$ cat config.mk
export PLATFORM = sky130hd
export DESIGN_NAME = autorange_period_to_rpm_meter_core
export DESIGN_NICKNAME = d
export VERILOG_FILES = /design/src/design/arpm_pkg.sv /design/src/design/autorange_period_to_rpm_meter_core.sv /design/src/design/arpm_mul.sv /design/src/design/arpm_div.sv
export SDC_FILE = /design/constraint.sdc
export NUM_CORES = 1
export LEC_CHECK = 0
export ABC_AREA = 1
export BUFFER_PORTS_ARGS = -buffer_cell sky130_fd_sc_hd__buf_4
export CAP_MARGIN = 10
export CORE_UTILIZATION = 61
export CTS_CLUSTER_DIAMETER = 100
export CTS_CLUSTER_SIZE = 25
export DETAILED_ROUTE_END_ITERATION = 8
export HOLD_SLACK_MARGIN = 0.03
export PLACE_DENSITY = 0.8
export SLEW_MARGIN = 20
export SYNTH_ARGS = -nofsm -noshare
export SYNTH_HDL_FRONTEND = slang
export SYNTH_SLANG_ARGS = --single-unit
$ cat constraint.sdc
create_clock -name i_clk -period 9.22 [get_ports i_clk]
set_input_delay 0.922 -clock i_clk [delete_from_list [all_inputs] [get_ports i_clk]]
set_output_delay 0.922 -clock i_clk [all_outputs]
set_load 0.1 [all_outputs]
$ cat src/design/arpm_pkg.sv
// ----------------------------------------------------------------------------
// arpm_pkg
// Types, constants and helper functions shared by the rpm meter modules.
// ----------------------------------------------------------------------------
package arpm_pkg;

    // Field and register widths
    localparam int TicksW   = 16;
    localparam int ValW     = 16;
    localparam int ClockW   = 29;
    localparam int PprW     = 4;
    localparam int CfgIdxW  = 3;
    localparam int CfgDataW = 29;

    // Serial divider geometry
    localparam int NumW     = ClockW + 4;          // clock_hz * 10 fits here
    localparam int DenW     = 2 * TicksW;          // ticks * (prescaler + 1)
    localparam int CntW     = 6;
    localparam int HmW      = ValW + 3;            // tenth_hz * 6
    localparam int RpmShift = NumW - HmW;
    localparam int RatioW   = 3;

    localparam logic [CntW-1:0] DivFreqSteps = CntW'(NumW);
    localparam logic [CntW-1:0] DivRpmSteps  = CntW'(HmW);

    localparam logic [ValW-1:0] SatMax = '1;

    // Range step limits
    localparam logic [5:0] StepMin = 6'd1;
    localparam logic [5:0] StepMax = 6'd50;

    // Register reset values
    localparam logic [ClockW-1:0] ClockHzRst   = 29'd168000000;
    localparam logic [PprW-1:0]   PprRst       = 4'd6;
    localparam logic [ValW-1:0]   LowTickRst   = 16'd1000;
    localparam logic [ValW-1:0]   HighTickRst  = 16'd60000;
    localparam logic [ValW-1:0]   PrescMinRst  = 16'd0;
    localparam logic [ValW-1:0]   PrescMaxRst  = 16'd65535;
    localparam logic [ValW-1:0]   TimeoutRst   = 16'd1000;
    localparam logic [ValW-1:0]   TStepRst     = 16'd100;

    // Register indexes
    typedef enum logic [CfgIdxW-1:0] {
        CFG_CLOCK_HZ   = 3'd0,
        CFG_PPR        = 3'd1,
        CFG_LOW_TICK   = 3'd2,
        CFG_HIGH_TICK  = 3'd3,
        CFG_PRESC_MIN  = 3'd4,
        CFG_PRESC_MAX  = 3'd5,
        CFG_TIMEOUT    = 3'd6,
        CFG_TSTEP      = 3'd7
    } t_cfg_idx;

    // Sequencer states
    typedef enum logic [3:0] {
        ST_IDLE,
        ST_MUL,
        ST_DIVF,
        ST_DOWN,
        ST_UP,
        ST_TOUT,
        ST_RPM,
        ST_DIVR,
        ST_DONE
    } t_state;

    // Divider start request
    typedef struct packed {
        logic            start;
        logic [CntW-1:0] steps;
    } t_div_ctl;

    // Rpm scaling: multiply then divide
    typedef struct packed {
        logic [RatioW-1:0] mul;
        logic [RatioW-1:0] div;
    } t_rpm_ratio;

    // Prescaler step: half the prescaler, kept within 1..50
    function automatic logic [5:0] range_step(input logic [ValW-1:0] p);
        logic [ValW-2:0] half;
        half = p[ValW-1:1];
        if (half < (ValW-1)'(StepMin)) begin
            return StepMin;
        end else if (half > (ValW-1)'(StepMax)) begin
            return StepMax;
        end else begin
            return half[5:0];
        end
    endfunction

    // Saturate a quotient to 16 bits
    function automatic logic [ValW-1:0] sat16(input logic [NumW-1:0] q);
        if (|q[NumW-1:ValW]) begin
            return SatMax;
        end else begin
            return q[ValW-1:0];
        end
    endfunction

    // Rpm ratio for each pulses-per-revolution setting; others act as six
    function automatic t_rpm_ratio rpm_ratio(input logic [PprW-1:0] ppr);
        t_rpm_ratio r;
        unique case (ppr)
            4'd1:    r = '{mul: 3'd6, div: 3'd1};
            4'd2:    r = '{mul: 3'd3, div: 3'd1};
            4'd3:    r = '{mul: 3'd2, div: 3'd1};
            4'd4:    r = '{mul: 3'd3, div: 3'd2};
            4'd5:    r = '{mul: 3'd6, div: 3'd5};
            4'd7:    r = '{mul: 3'd6, div: 3'd7};
            4'd8:    r = '{mul: 3'd3, div: 3'd4};
            4'd9:    r = '{mul: 3'd2, div: 3'd3};
            4'd10:   r = '{mul: 3'd3, div: 3'd5};
            default: r = '{mul: 3'd1, div: 3'd1};
        endcase
        return r;
    endfunction

endpackage

$ cat src/design/autorange_period_to_rpm_meter_core.sv
// ----------------------------------------------------------------------------
// autorange_period_to_rpm_meter_core
// Reciprocal frequency meter with auto-ranging prescaler and rpm output.
// ----------------------------------------------------------------------------
// Channel   Dir  Fields (lowest bit first)
// s_axis    in   tdata: period_ticks[15:0]; tuser: capture_seen, overflow_seen
// m_axis    out  tdata: rpm, tenth_hz, prescaler_value; tuser: prescaler_changed
// cfg       in   write enable, register index, data
//
// A clean capture with non-zero ticks passes through the serial multiplier,
// the restoring divider for the frequency, and the same divider again for the
// rpm scaling, plus sequencing.
// One item is in work at a time; the next is taken while a result waits.
// Synchronous active-low reset restores register defaults and a zero prescaler.
// ----------------------------------------------------------------------------
module autorange_period_to_rpm_meter_core
    import arpm_pkg::*;
(
    input  logic                i_clk,
    input  logic                i_rst_n,
    // Input items
    input  logic                i_s_axis_tvalid,
    output logic                o_s_axis_tready,
    input  logic [15:0]         i_s_axis_tdata,   // period_ticks[15:0]
    input  logic [1:0]          i_s_axis_tuser,   // capture_seen[0], overflow_seen[1]
    // Result items
    output logic                o_m_axis_tvalid,
    input  logic                i_m_axis_tready,
    output logic [47:0]         o_m_axis_tdata,   // rpm, tenth_hz, prescaler_value
    output logic                o_m_axis_tuser,   // prescaler_changed
    // Configuration writes
    input  logic                i_cfg_we,
    input  logic [CfgIdxW-1:0]  i_cfg_idx,
    input  logic [CfgDataW-1:0] i_cfg_data
);

    // Configuration registers
    logic [ClockW-1:0] r_clock_hz;
    logic [PprW-1:0]   r_ppr;
    logic [ValW-1:0]   r_low_tick;
    logic [ValW-1:0]   r_high_tick;
    logic [ValW-1:0]   r_presc_min;
    logic [ValW-1:0]   r_presc_max;
    logic [ValW-1:0]   r_timeout;
    logic [ValW-1:0]   r_tstep;

    // Meter state
    t_state            r_state, n_state;
    logic [ValW-1:0]   r_presc, n_presc;
    logic [ValW-1:0]   r_idle, n_idle;
    logic [ValW-1:0]   r_tenth, n_tenth;
    logic [ValW-1:0]   r_rpm, n_rpm;
    logic [ValW-1:0]   r_start;
    logic              r_ovf;
    logic [TicksW-1:0] r_ticks;

    // Result register
    logic              r_out_valid;
    logic [47:0]       r_out_data;
    logic              r_out_user;

    // Handshake and unit control
    logic              w_accept;
    logic              w_clean;
    logic              w_zero_ticks;
    logic              w_mul_start;
    logic              w_out_load;
    t_div_ctl          w_div_ctl;
    logic [NumW-1:0]   w_div_num;
    logic [DenW-1:0]   w_div_den;
    logic              w_mul_done;
    logic [DenW-1:0]   w_product;
    logic              w_div_done;
    logic [NumW-1:0]   w_quo;

    // Arithmetic helpers
    logic [5:0]        w_step;
    logic [ValW:0]     w_up_sum;
    logic [ValW:0]     w_down_floor;
    logic [ValW:0]     w_tout_sum;
    logic [NumW-1:0]   w_clk10;
    t_rpm_ratio        w_ratio;
    logic [HmW-1:0]    w_hm;

    assign w_accept     = i_s_axis_tvalid && o_s_axis_tready;
    assign w_clean      = i_s_axis_tuser[0] && !i_s_axis_tuser[1];
    assign w_zero_ticks = (i_s_axis_tdata == '0);

    assign w_step       = range_step(r_presc);
    assign w_up_sum     = {1'b0, r_presc} + (ValW+1)'(w_step);
    assign w_down_floor = {1'b0, r_presc_min} + (ValW+1)'(w_step);
    assign w_tout_sum   = {1'b0, r_presc} + {1'b0, r_tstep};
    assign w_clk10      = {1'b0, r_clock_hz, 3'b000} + {3'b000, r_clock_hz, 1'b0};
    assign w_ratio      = rpm_ratio(r_ppr);
    assign w_hm         = HmW'(r_tenth) * HmW'(w_ratio.mul);

    // Configuration writes
    always_ff @(posedge i_clk) begin
        if (!i_rst_n) begin
            r_clock_hz  <= ClockHzRst;
            r_ppr       <= PprRst;
            r_low_tick  <= LowTickRst;
            r_high_tick <= HighTickRst;
            r_presc_min <= PrescMinRst;
            r_presc_max <= PrescMaxRst;
            r_timeout   <= TimeoutRst;
            r_tstep     <= TStepRst;
        end else if (i_cfg_we) begin
            unique case (t_cfg_idx'(i_cfg_idx))
                CFG_CLOCK_HZ:  r_clock_hz  <= i_cfg_data[ClockW-1:0];
                CFG_PPR:       r_ppr       <= i_cfg_data[PprW-1:0];
                CFG_LOW_TICK:  r_low_tick  <= i_cfg_data[ValW-1:0];
                CFG_HIGH_TICK: r_high_tick <= i_cfg_data[ValW-1:0];
                CFG_PRESC_MIN: r_presc_min <= i_cfg_data[ValW-1:0];
                CFG_PRESC_MAX: r_presc_max <= i_cfg_data[ValW-1:0];
                CFG_TIMEOUT:   r_timeout   <= i_cfg_data[ValW-1:0];
                CFG_TSTEP:     r_tstep     <= i_cfg_data[ValW-1:0];
                default:       r_tstep     <= r_tstep;
            endcase
        end
    end

    // Next state
    always_comb begin
        n_state = r_state;
        unique case (r_state)
            ST_IDLE: begin
                if (w_accept) begin
                    priority if (w_clean && !w_zero_ticks) begin
                        n_state = ST_MUL;
                    end else if (w_clean) begin
                        n_state = ST_DOWN;
                    end else if (i_s_axis_tuser[0]) begin
                        n_state = ST_UP;
                    end else begin
                        n_state = ST_TOUT;
                    end
                end
            end
            ST_MUL:  if (w_mul_done) n_state = ST_DIVF;
            ST_DIVF: if (w_div_done) n_state = ST_DOWN;
            ST_DOWN: n_state = ST_UP;
            ST_UP:   n_state = ST_TOUT;
            ST_TOUT: n_state = ST_RPM;
            ST_RPM:  n_state = ST_DIVR;
            ST_DIVR: if (w_div_done) n_state = ST_DONE;
            ST_DONE: if (w_out_load) n_state = ST_IDLE;
            default: n_state = ST_IDLE;
        endcase
    end

    // Sequencer outputs
    always_comb begin
        o_s_axis_tready = 1'b0;
        w_mul_start     = 1'b0;
        w_out_load      = 1'b0;
        w_div_ctl       = '{start: 1'b0, steps: DivFreqSteps};
        w_div_num       = w_clk10;
        w_div_den       = w_product;
        unique case (r_state)
            ST_IDLE: begin
                o_s_axis_tready = 1'b1;
                w_mul_start     = w_accept && w_clean && !w_zero_ticks;
            end
            ST_MUL: begin
                w_div_ctl = '{start: w_mul_done, steps: DivFreqSteps};
            end
            ST_RPM: begin
                w_div_ctl = '{start: 1'b1, steps: DivRpmSteps};
                w_div_num = {w_hm, RpmShift'(0)};
                w_div_den = DenW'(w_ratio.div);
            end
            ST_DONE: begin
                w_out_load = !r_out_valid || i_m_axis_tready;
            end
            default: begin
                w_mul_start = 1'b0;
            end
        endcase
    end

    // Next values of the meter state
    always_comb begin
        n_presc = r_presc;
        n_idle  = r_idle;
        n_tenth = r_tenth;
        n_rpm   = r_rpm;
        unique case (r_state)
            ST_IDLE: begin
                if (w_accept && w_clean && w_zero_ticks) begin
                    n_tenth = SatMax;
                end
            end
            ST_DIVF: begin
                if (w_div_done) begin
                    n_tenth = sat16(w_quo);
                end
            end
            // Clean capture: clear the idle count, step down on short periods
            ST_DOWN: begin
                n_idle = '0;
                if (r_ticks < r_low_tick && {1'b0, r_presc} >= w_down_floor) begin
                    n_presc = r_presc - ValW'(w_step);
                end
            end
            // Step up on long periods or an overflowed capture
            ST_UP: begin
                if ((r_ovf || r_ticks > r_high_tick) && r_presc < r_presc_max) begin
                    n_presc = w_up_sum[ValW] ? SatMax : w_up_sum[ValW-1:0];
                end
            end
            // Count idle polls; on timeout drop the frequency and widen range
            ST_TOUT: begin
                if (r_idle < r_timeout) begin
                    n_idle = r_idle + 1'b1;
                end else begin
                    n_tenth = '0;
                    if (w_tout_sum < {1'b0, r_presc_max}) begin
                        n_presc = w_tout_sum[ValW-1:0];
                    end
                end
            end
            ST_DIVR: begin
                if (w_div_done) begin
                    n_rpm = sat16(w_quo);
                end
            end
            default: begin
                n_rpm = r_rpm;
            end
        endcase
    end

    // State registers
    always_ff @(posedge i_clk) begin
        if (!i_rst_n) begin
            r_state <= ST_IDLE;
            r_presc <= PrescMinRst;
            r_idle  <= '0;
            r_tenth <= '0;
        end else begin
            r_state <= n_state;
            r_presc <= n_presc;
            r_idle  <= n_idle;
            r_tenth <= n_tenth;
        end
    end

    // Item payload and rpm result
    always_ff @(posedge i_clk) begin
        r_rpm <= n_rpm;
        if (w_accept) begin
            r_start <= r_presc;
            r_ovf   <= i_s_axis_tuser[1];
            r_ticks <= i_s_axis_tdata;
        end
    end

    // Result register: hold until taken
    always_ff @(posedge i_clk) begin
        if (!i_rst_n) begin
            r_out_valid <= 1'b0;
        end else if (w_out_load) begin
            r_out_valid <= 1'b1;
        end else if (i_m_axis_tready) begin
            r_out_valid <= 1'b0;
        end
    end

    always_ff @(posedge i_clk) begin
        if (w_out_load) begin
            r_out_data <= {r_presc, r_tenth, r_rpm};
            r_out_user <= (r_presc != r_start);
        end
    end

    assign o_m_axis_tvalid = r_out_valid;
    assign o_m_axis_tdata  = r_out_data;
    assign o_m_axis_tuser  = r_out_user;

    arpm_mul u_mul (
        .i_clk     (i_clk),
        .i_rst_n   (i_rst_n),
        .i_start   (w_mul_start),
        .i_mcand   ({1'b0, r_presc} + (ValW+1)'(1)),
        .i_mplier  (i_s_axis_tdata),
        .o_done    (w_mul_done),
        .o_product (w_product)
    );

    arpm_div u_div (
        .i_clk   (i_clk),
        .i_rst_n (i_rst_n),
        .i_ctl   (w_div_ctl),
        .i_num   (w_div_num),
        .i_den   (w_div_den),
        .o_done  (w_div_done),
        .o_quo   (w_quo)
    );

endmodule

$ cat src/design/arpm_mul.sv
// ----------------------------------------------------------------------------
// arpm_mul
// Shift-and-add multiplier: one bit of the multiplier per cycle.
// ----------------------------------------------------------------------------
module arpm_mul
    import arpm_pkg::*;
(
    input  logic              i_clk,
    input  logic              i_rst_n,
    input  logic              i_start,
    input  logic [ValW:0]     i_mcand,
    input  logic [TicksW-1:0] i_mplier,
    output logic              o_done,
    output logic [DenW-1:0]   o_product
);

    localparam int CntMW = $clog2(TicksW);

    logic              r_busy;
    logic              r_done;
    logic [CntMW-1:0]  r_cnt;
    logic [ValW:0]     r_mcand;
    logic [ValW:0]     r_hi;
    logic [TicksW-1:0] r_lo;
    logic [ValW+1:0]   w_sum;

    // Add the multiplicand when the current multiplier bit is set
    assign w_sum = {1'b0, r_hi} + (r_lo[0] ? {1'b0, r_mcand} : '0);

    // Control
    always_ff @(posedge i_clk) begin
        if (!i_rst_n) begin
            r_busy <= 1'b0;
            r_done <= 1'b0;
            r_cnt  <= '0;
        end else begin
            r_done <= 1'b0;
            if (i_start) begin
                r_busy <= 1'b1;
                r_cnt  <= CntMW'(TicksW - 1);
            end else if (r_busy) begin
                r_cnt <= r_cnt - 1'b1;
                if (r_cnt == '0) begin
                    r_busy <= 1'b0;
                    r_done <= 1'b1;
                end
            end
        end
    end

    // Datapath: shift the partial product right one bit a cycle
    always_ff @(posedge i_clk) begin
        if (i_start) begin
            r_mcand <= i_mcand;
            r_hi    <= '0;
            r_lo    <= i_mplier;
        end else if (r_busy) begin
            r_hi <= w_sum[ValW+1:1];
            r_lo <= {w_sum[0], r_lo[TicksW-1:1]};
        end
    end

    assign o_done    = r_done;
    assign o_product = {r_hi[DenW-TicksW-1:0], r_lo};

endmodule

$ cat src/design/arpm_div.sv
// ----------------------------------------------------------------------------
// arpm_div
// Restoring divider: one quotient bit per cycle, step count set per request.
// ----------------------------------------------------------------------------
module arpm_div
    import arpm_pkg::*;
(
    input  logic            i_clk,
    input  logic            i_rst_n,
    input  t_div_ctl        i_ctl,
    input  logic [NumW-1:0] i_num,
    input  logic [DenW-1:0] i_den,
    output logic            o_done,
    output logic [NumW-1:0] o_quo
);

    logic            r_busy;
    logic            r_done;
    logic [CntW-1:0] r_cnt;
    logic [DenW-1:0] r_rem;
    logic [DenW-1:0] r_den;
    logic [NumW-1:0] r_num;
    logic [NumW-1:0] r_quo;
    logic [DenW+1:0] w_diff;
    logic            w_fit;

    // Trial subtract of the divisor from the shifted remainder
    assign w_diff = {1'b0, r_rem, r_num[NumW-1]} - {2'b00, r_den};
    assign w_fit  = !w_diff[DenW+1];

    // Control
    always_ff @(posedge i_clk) begin
        if (!i_rst_n) begin
            r_busy <= 1'b0;
            r_done <= 1'b0;
            r_cnt  <= '0;
        end else begin
            r_done <= 1'b0;
            if (i_ctl.start) begin
                r_busy <= 1'b1;
                r_cnt  <= i_ctl.steps - 1'b1;
            end else if (r_busy) begin
                r_cnt <= r_cnt - 1'b1;
                if (r_cnt == '0) begin
                    r_busy <= 1'b0;
                    r_done <= 1'b1;
                end
            end
        end
    end

    // Datapath: keep the difference when the divisor fits, else shift in the bit
    always_ff @(posedge i_clk) begin
        if (i_ctl.start) begin
            r_rem <= '0;
            r_den <= i_den;
            r_num <= i_num;
            r_quo <= '0;
        end else if (r_busy) begin
            r_rem <= w_fit ? w_diff[DenW-1:0] : {r_rem[DenW-2:0], r_num[NumW-1]};
            r_num <= {r_num[NumW-2:0], 1'b0};
            r_quo <= {r_quo[NumW-2:0], w_fit};
        end
    end

    assign o_done = r_done;
    assign o_quo  = r_quo;

endmodule

# Yosys cells after proc, flatten, opt, wreduce, memory -nomap -nowiden

Memory sizes are Yosys's and may differ from the RTL's. A register that Yosys moved wholly into a read port is not among the register bits.
Cells that the tools add are included.

Bits in registers: 474
ROM bits: 96
Output and inout bits: 51
Word-level logic and storage cells: 178
Memories kept: 1

$add $sub $neg: 12
Multiply operators: 1
Order comparisons: 8
Equality and inequality tests: 27
Muxes and demuxes: 52
Bitwise gates (word level): 3
Reduce and logical (&&, ||, !) cells: 41

Memory list:

| memory          | words | width | rd ports | clocked after memory_dff | wr ports | RTL line        | text |
|---|---|---|---|---|---|---|---|
| (no name shown) | 16    | 6     | 1        | 1                        | 0        | arpm_pkg.sv:104 | `unique case (ppr)` |

Operators with widths:

| kind                  | count |
|---|---|
| $mux 16               | 12 |
| $mux 33               | 3 |
| $pmux 16 s3           | 2 |
| $lt 16x16->1          | 3 |
| $mux 4                | 9 |
| $pmux 4 s9            | 1 |
| $add 16x6->17         | 2 |
| $sub 33x32->34        | 1 |
| $add 32x30->33        | 1 |
| $mux 32               | 1 |
| $pmux 16 s2           | 1 |
| $mux 6                | 4 |
| $reduce_and 2->1      | 10 |
| $mul 16x3->19         | 1 |
| $add 17x17->18        | 1 |
| $add 16x1->17 const B | 1 |
| $add 16x16->17        | 1 |
| $ge 16x17->1          | 1 |
| $lt 17x16->1          | 1 |
| $mux 17               | 1 |
| $reduce_or 17->1      | 1 |
| $add 16x1->16 const B | 1 |
| $eq 4x3->1 const B    | 4 |
| $gt 16x16->1          | 1 |
| other kinds (30)      | 80 |

# Logic depth before layout (Yosys ltp)

Depth in word-level cells: 8
Mapped depth: 33

# Cells and area by module

From an unflattened synthesis, not the netlist that was laid out.

Cells, all modules: 4105
Area total of the unflattened synthesis: 29997.5 µm²

By module, submodules not included:

| module                             | times used | cells each | area an instance (µm²) | sequential area each (µm²) |
|---|---|---|---|---|
| autorange_period_to_rpm_meter_core | 1          | 2540       | 18753.0                | 6706.4 |
| arpm_div                           | 1          | 1124       | 7941.4                 | 3413.3 |
| arpm_mul                           | 1          | 441        | 3303.2                 | 1451.4 |

# Least setup slack after synthesis

No wires, ideal clock.

Kind: in2reg
From: in i_m_axis_tready
To: reg r_out_data[0], in the netlist o_m_axis_tdata[0] (enable)
Setup time: 0.577 ns
Arrival: 5.649 ns
Data required time: 8.643 ns
Slack: 2.994 ns
Cell stages on the path: 2
Path buffers: 0
Path through: nor2_1 nor4_1

Longest elaborated chain between the ends: 2

RTL lines:

| item                 | RTL line                                  | text |
|---|---|---|
| from (decl)          | autorange_period_to_rpm_meter_core.sv:28  | `input logic i_m_axis_tready,` |
| $logic_or 1x1->1     | autorange_period_to_rpm_meter_core.sv:174 | `w_out_load = !r_out_valid \|\| i_m_axis_tready;` |
| $mux 1               | autorange_period_to_rpm_meter_core.sv:160 | `unique case (r_state)` |
| net w_out_load       | autorange_period_to_rpm_meter_core.sv:67  | `logic w_out_load;` |
| to (signal assigned) | autorange_period_to_rpm_meter_core.sv:272 | `r_out_data <= {r_presc, r_tenth, r_rpm};` |
| to (decl)            | autorange_period_to_rpm_meter_core.sv:59  | `logic [47:0] r_out_data;` |

The timed path passes the listed nets, and every way through them passes these cells.
A chain may end at the register's enable or synchronous reset.

# Final worst setup path

From: reg r_presc[1]
To: reg r_presc[13]

Longest elaborated chain between the ends: 8
Elaborated cells on any way between the ends: 23
Classes of those cells: 4 x add/sub; 5 x order compare; 3 x eq/ne; 8 x mux; 3 x reduce/logical

RTL lines:

| item                       | RTL line                                  | text |
|---|---|---|
| from (decl)                | autorange_period_to_rpm_meter_core.sv:49  | `logic [ValW-1:0] r_presc, n_presc;` |
| from (signal assigned)     | autorange_period_to_rpm_meter_core.sv:238 | `r_presc <= PrescMinRst;` |
| from (signal assigned)     | autorange_period_to_rpm_meter_core.sv:243 | `r_presc <= n_presc;` |
| $gt 15x6->1                | arpm_pkg.sv:85                            | `end else if (half > (ValW-1)'(StepMax)) begin` |
| $mux 6                     | arpm_pkg.sv:85                            |  |
| $mux 6                     | arpm_pkg.sv:83                            | `if (half < (ValW-1)'(StepMin)) begin` |
| $add 16x6->17              | autorange_period_to_rpm_meter_core.sv:91  | `assign w_down_floor = {1'b0, r_presc_min} + (ValW+1)'(w_step);` |
| $ge 16x17->1               | autorange_period_to_rpm_meter_core.sv:202 | `if (r_ticks < r_low_tick && {1'b0, r_presc} >= w_down_floor) begin` |
| $logic_and 1x1->1          | autorange_period_to_rpm_meter_core.sv:202 |  |
| $ne 2x2->1 (no line)       | n/a                                       |  |
| $reduce_and 5->1 (no line) | n/a                                       |  |

Several ways; a longest one is shown, not always the timed one. The select of a mux whose other input is x is not followed.

==> summary.txt <==
Clocking
  • Clock latency on the worst-skew pair: 590 ps
  • Post-CTS setup buffers: 0
  • Clock Sinks: approximately 480
  • CTS clk-pin slew, worst paths: 100 ps
  • CTS-repair resized insts: 0
  • Hold_buf cts: 0
  • CTS tree: done
  • CTS H-tree depth: 1
  • CTS Buf Count: 24
  • CTS root buffer: clkbuf_16
  • Maximum buffer depth of the clock tree: 3

Logic synthesis
  • YS warnings: 0
  • Area leader, netlist: edfxtp_1
  • Synthesized flop and latch total: 479
  • Yosys cell types: 60
  • Cells after Synth: 3,688
  • Synthesized area per cell: a little under 8 sq um
  • Post-synth ARST share: 0
  • Post-synth top flop: dfxtp_1
  • Number of enable flip-flop cells after synthesis: ~200
  • Post-Syn Nets: 3,996
  • Synth area leaders: edfxtp_1 (21%), dfxtp_1 (20%), ha_1 (10%)
  • Synth Cell Area: between 20,000 and 30,000 sq um
  • Share of the synthesized area in the top cell type: 0.2053
  • Sequential-to-total area share from yosys stat: 0.4047

Critical path
  • Stages on worst setup path: 31
  • Slowest cell on crit path: dfxtp_1
  • Crit-path max FO: 24
  • Buf/Inv on CP: 3
  • Critical path's top delay family: simple AND/OR/NAND/NOR gates
  • Worst setup path startpoint: r_presc[1]
  • R2R Path Start: r_presc[1]
  • Crit-path max cell delay: approximately 460 ps
  • Top cell by count, worst path: nand2_1
  • R2R Setup Slk: 4140 ps
  • Worst r2r path cells: 31
  • Worst path required time: 9740 ps
  • CP Launch Type: flop
  • Worst setup path class: flop to flop
  • Critical Path AT: 5600 ps
  • Crit end category: flop

Timing
  • Final Cycle Share: 0.5513
  • Setup TNS Final: 0 ps
  • Worst slew pin tran: between 1000 and 1500 ps
  • Rel. slew slack: 0.2549
  • F_max: 0.1968 GHz
  • Fin. Hold Viols: 0
  • Crit path time final: 5083 ps
  • RSZ-0062 raised after global routing: no
  • Endpoints failing setup: 0
  • Slew Viols, Final: 0
  • Worst clock skew: 31.72 ps
  • Hold_ws: 424.4 ps

Routing
  • Final WL: roughly 70,000 microns
  • DR pass1 iterations: 6
  • ANT nets after route: 0
  • DRC: 0
  • Starting DRT DRC Count: approximately 2,200
  • Via Count: 24,580
  • DR vias/cell: 5.661
  • Drt wl/cell: approximately 17 microns

Floorplan
  • Die area: 47,620 sq um
  • Die height: roughly 220 microns
  • Rows: 78
  • Core Box Area: 45,770 sq um
  • Starting Density: 0.6230
  • Ports: 106
  • Die width: between 200 and 250 microns

Cells and area
  • Share of layout cells above drive strength 1: 0.05319
  • Post-layout util: 0.6657
  • Final std cells w/o fill: 4,342
  • Synth-to-Final Area Change: 6.858%
  • Commonest cells after routing, fill and taps aside: nand2_1 (745), inv_1 (503), nor2_1 (381), a21oi_1 (311), dfxtp_1 (284)
  • Most common cell after layout, fill and taps aside: nand2_1
  • NumNets Final: 4,033

GRT
  • Tot GR Track Use: 0.3016
  • Vias in the first global route: between 20,000 and 25,000
  • Antenna violations before repair: 2
  • GRT overflow: 0
  • Largest net degree at the start of global routing: 94
  • First-pass GRT wire length: 115,900 microns

Hold path
  • Hold Crit Start: r_rpm[8]
  • Hold Path Depth: 0
  • Worst hold-check path type: flop to flop

Power
  • P_int: 4.091 mW
  • Net Switching: about 2.9 mW
  • Cell Pwr Density: around 230 nW/um^2
  • Comb pwr share: 0.412
  • Maximum vdd ir drop: 238.6 uV
  • Design Power: ~7.0 mW
  • Clock Power Share: 0.177
  • Seq pwr share: 0.411
  • Sw frac: 0.4126
  • Static Leak: 14.11 nW

Status
  • Outcome: finished, final reports clean

Placed design
  • RePlAce Congestion: slightly below 1
  • Dpl hpwl: between 50,000 and 60,000 microns
  • Port bufs: 105
  • Inst Count DP: 4,299

Job
  • Max-cap violations: 0
## kinds of logic (layout without fill, tap and decap cells)
family | after synthesis | in the layout | synth area share
buffers and inverters | 630 | 683 | 0.08547
flip-flops | 479 | 479 | 0.4047
AND/OR/NAND/NOR | 1435 | 1435 | 0.2091
adder cells (fa/ha/maj) | 253 | 253 | 0.1168
other | 0 | 1 | 0
AO/OA/AOI/OAI | 784 | 784 | 0.1511
XOR/XNOR | 107 | 107 | 0.03286
## flip-flops by register name (all words and copies together) (netlist names), 17 cells and up
signal          flops
u_mul.r_hi         17
u_mul.r_mcand      17
u_div.r_num        32
u_div.r_den        32
o_m_axis_tdata     48
u_div.o_quo        33
r_clock_hz         29
u_div.r_rem        32
## layout make-up
type | count | area (sq um)
clock buffer | 38 | 674.4
antenna | 1 | 2.502
sequential | 479 | 11540
multi-input combinational | 2579 | 14570
clock inverter | 4 | 61.31
timing repair buffer | 125 | 938.4
fill | 3976 | 15300
tap | 600 | 750.7
inverter | 516 | 1937
## through the flow
| stage | setup slack (ps) | cell area, sq um |
|---|---|---|
| floorplan | 2994 | 28520 |
| global placement | 4419 | 29730 |
| detailed placement | 4238 | 29730 |
| CTS | 4195 | 30470 |
| global route | 3600 | 30470 |
| finish | 4137 | 30470 |
## worst paths after layout
path | to
max | r_presc[13]
min | o_m_axis_tdata[8]
max reg2reg | r_presc[13]
min reg2reg | o_m_axis_tdata[8]
## power by group through the flow
stage	Combinational, mW	Clock, mW	Sequential [mW]
2_1_floorplan	2.22	0	2.78
3_3_place_gp	2.78	0	2.89
3_5_place_dp	2.81	0	2.90
4_1_cts	2.84	1.26	2.86
5_1_grt	3.26	1.32	2.90
6_report	2.87	1.23	2.86
## layer usage
layer | part of all wire | GRT usage | wire [microns] | up-vias
met4 | 0.027 | 0.08112 | 1921 | 2
met5 | 0.00018 | 0 | 13 | -
li1 | - | - | - | 12330
met1 | 0.47 | 0.4379 | 33390 | 11350
met2 | 0.44 | 0.4779 | 31850 | 779
met3 | 0.063 | 0.03076 | 4531 | 120
## Yosys cell counts, types with 3 or more instances
| master | instances |
|---|---|
| a211oi_1 | 6 |
| a21boi_0 | 3 |
| a21o_1 | 13 |
| a21oi_1 | 311 |
| a22oi_1 | 3 |
| a31oi_1 | 16 |
| and2_1 | 3 |
| buf_1 | 6 |
| buf_2 | 25 |
| buf_4 | 9 |
| clkbuf_1 | 73 |
| dfxtp_1 | 284 |
| edfxtp_1 | 195 |
| fa_1 | 22 |
| ha_1 | 231 |
| inv_1 | 504 |
| inv_2 | 11 |
| nand2_1 | 745 |
| nand2_2 | 4 |
| nand3_1 | 158 |
| nand3b_1 | 9 |
| nand4_1 | 35 |
| nor2_1 | 384 |
| nor2_2 | 8 |
| nor3_1 | 55 |
| nor3b_1 | 3 |
| nor4_1 | 12 |
| o211ai_1 | 51 |
| o21a_1 | 5 |
| o21ai_0 | 275 |
| o21ai_1 | 27 |
| o21bai_1 | 12 |
| o22ai_1 | 42 |
| o31ai_1 | 5 |
| or2_2 | 6 |
| xnor2_1 | 30 |
| xor2_1 | 77 |
No activity file was read; power rests on OpenSTA's default activity.
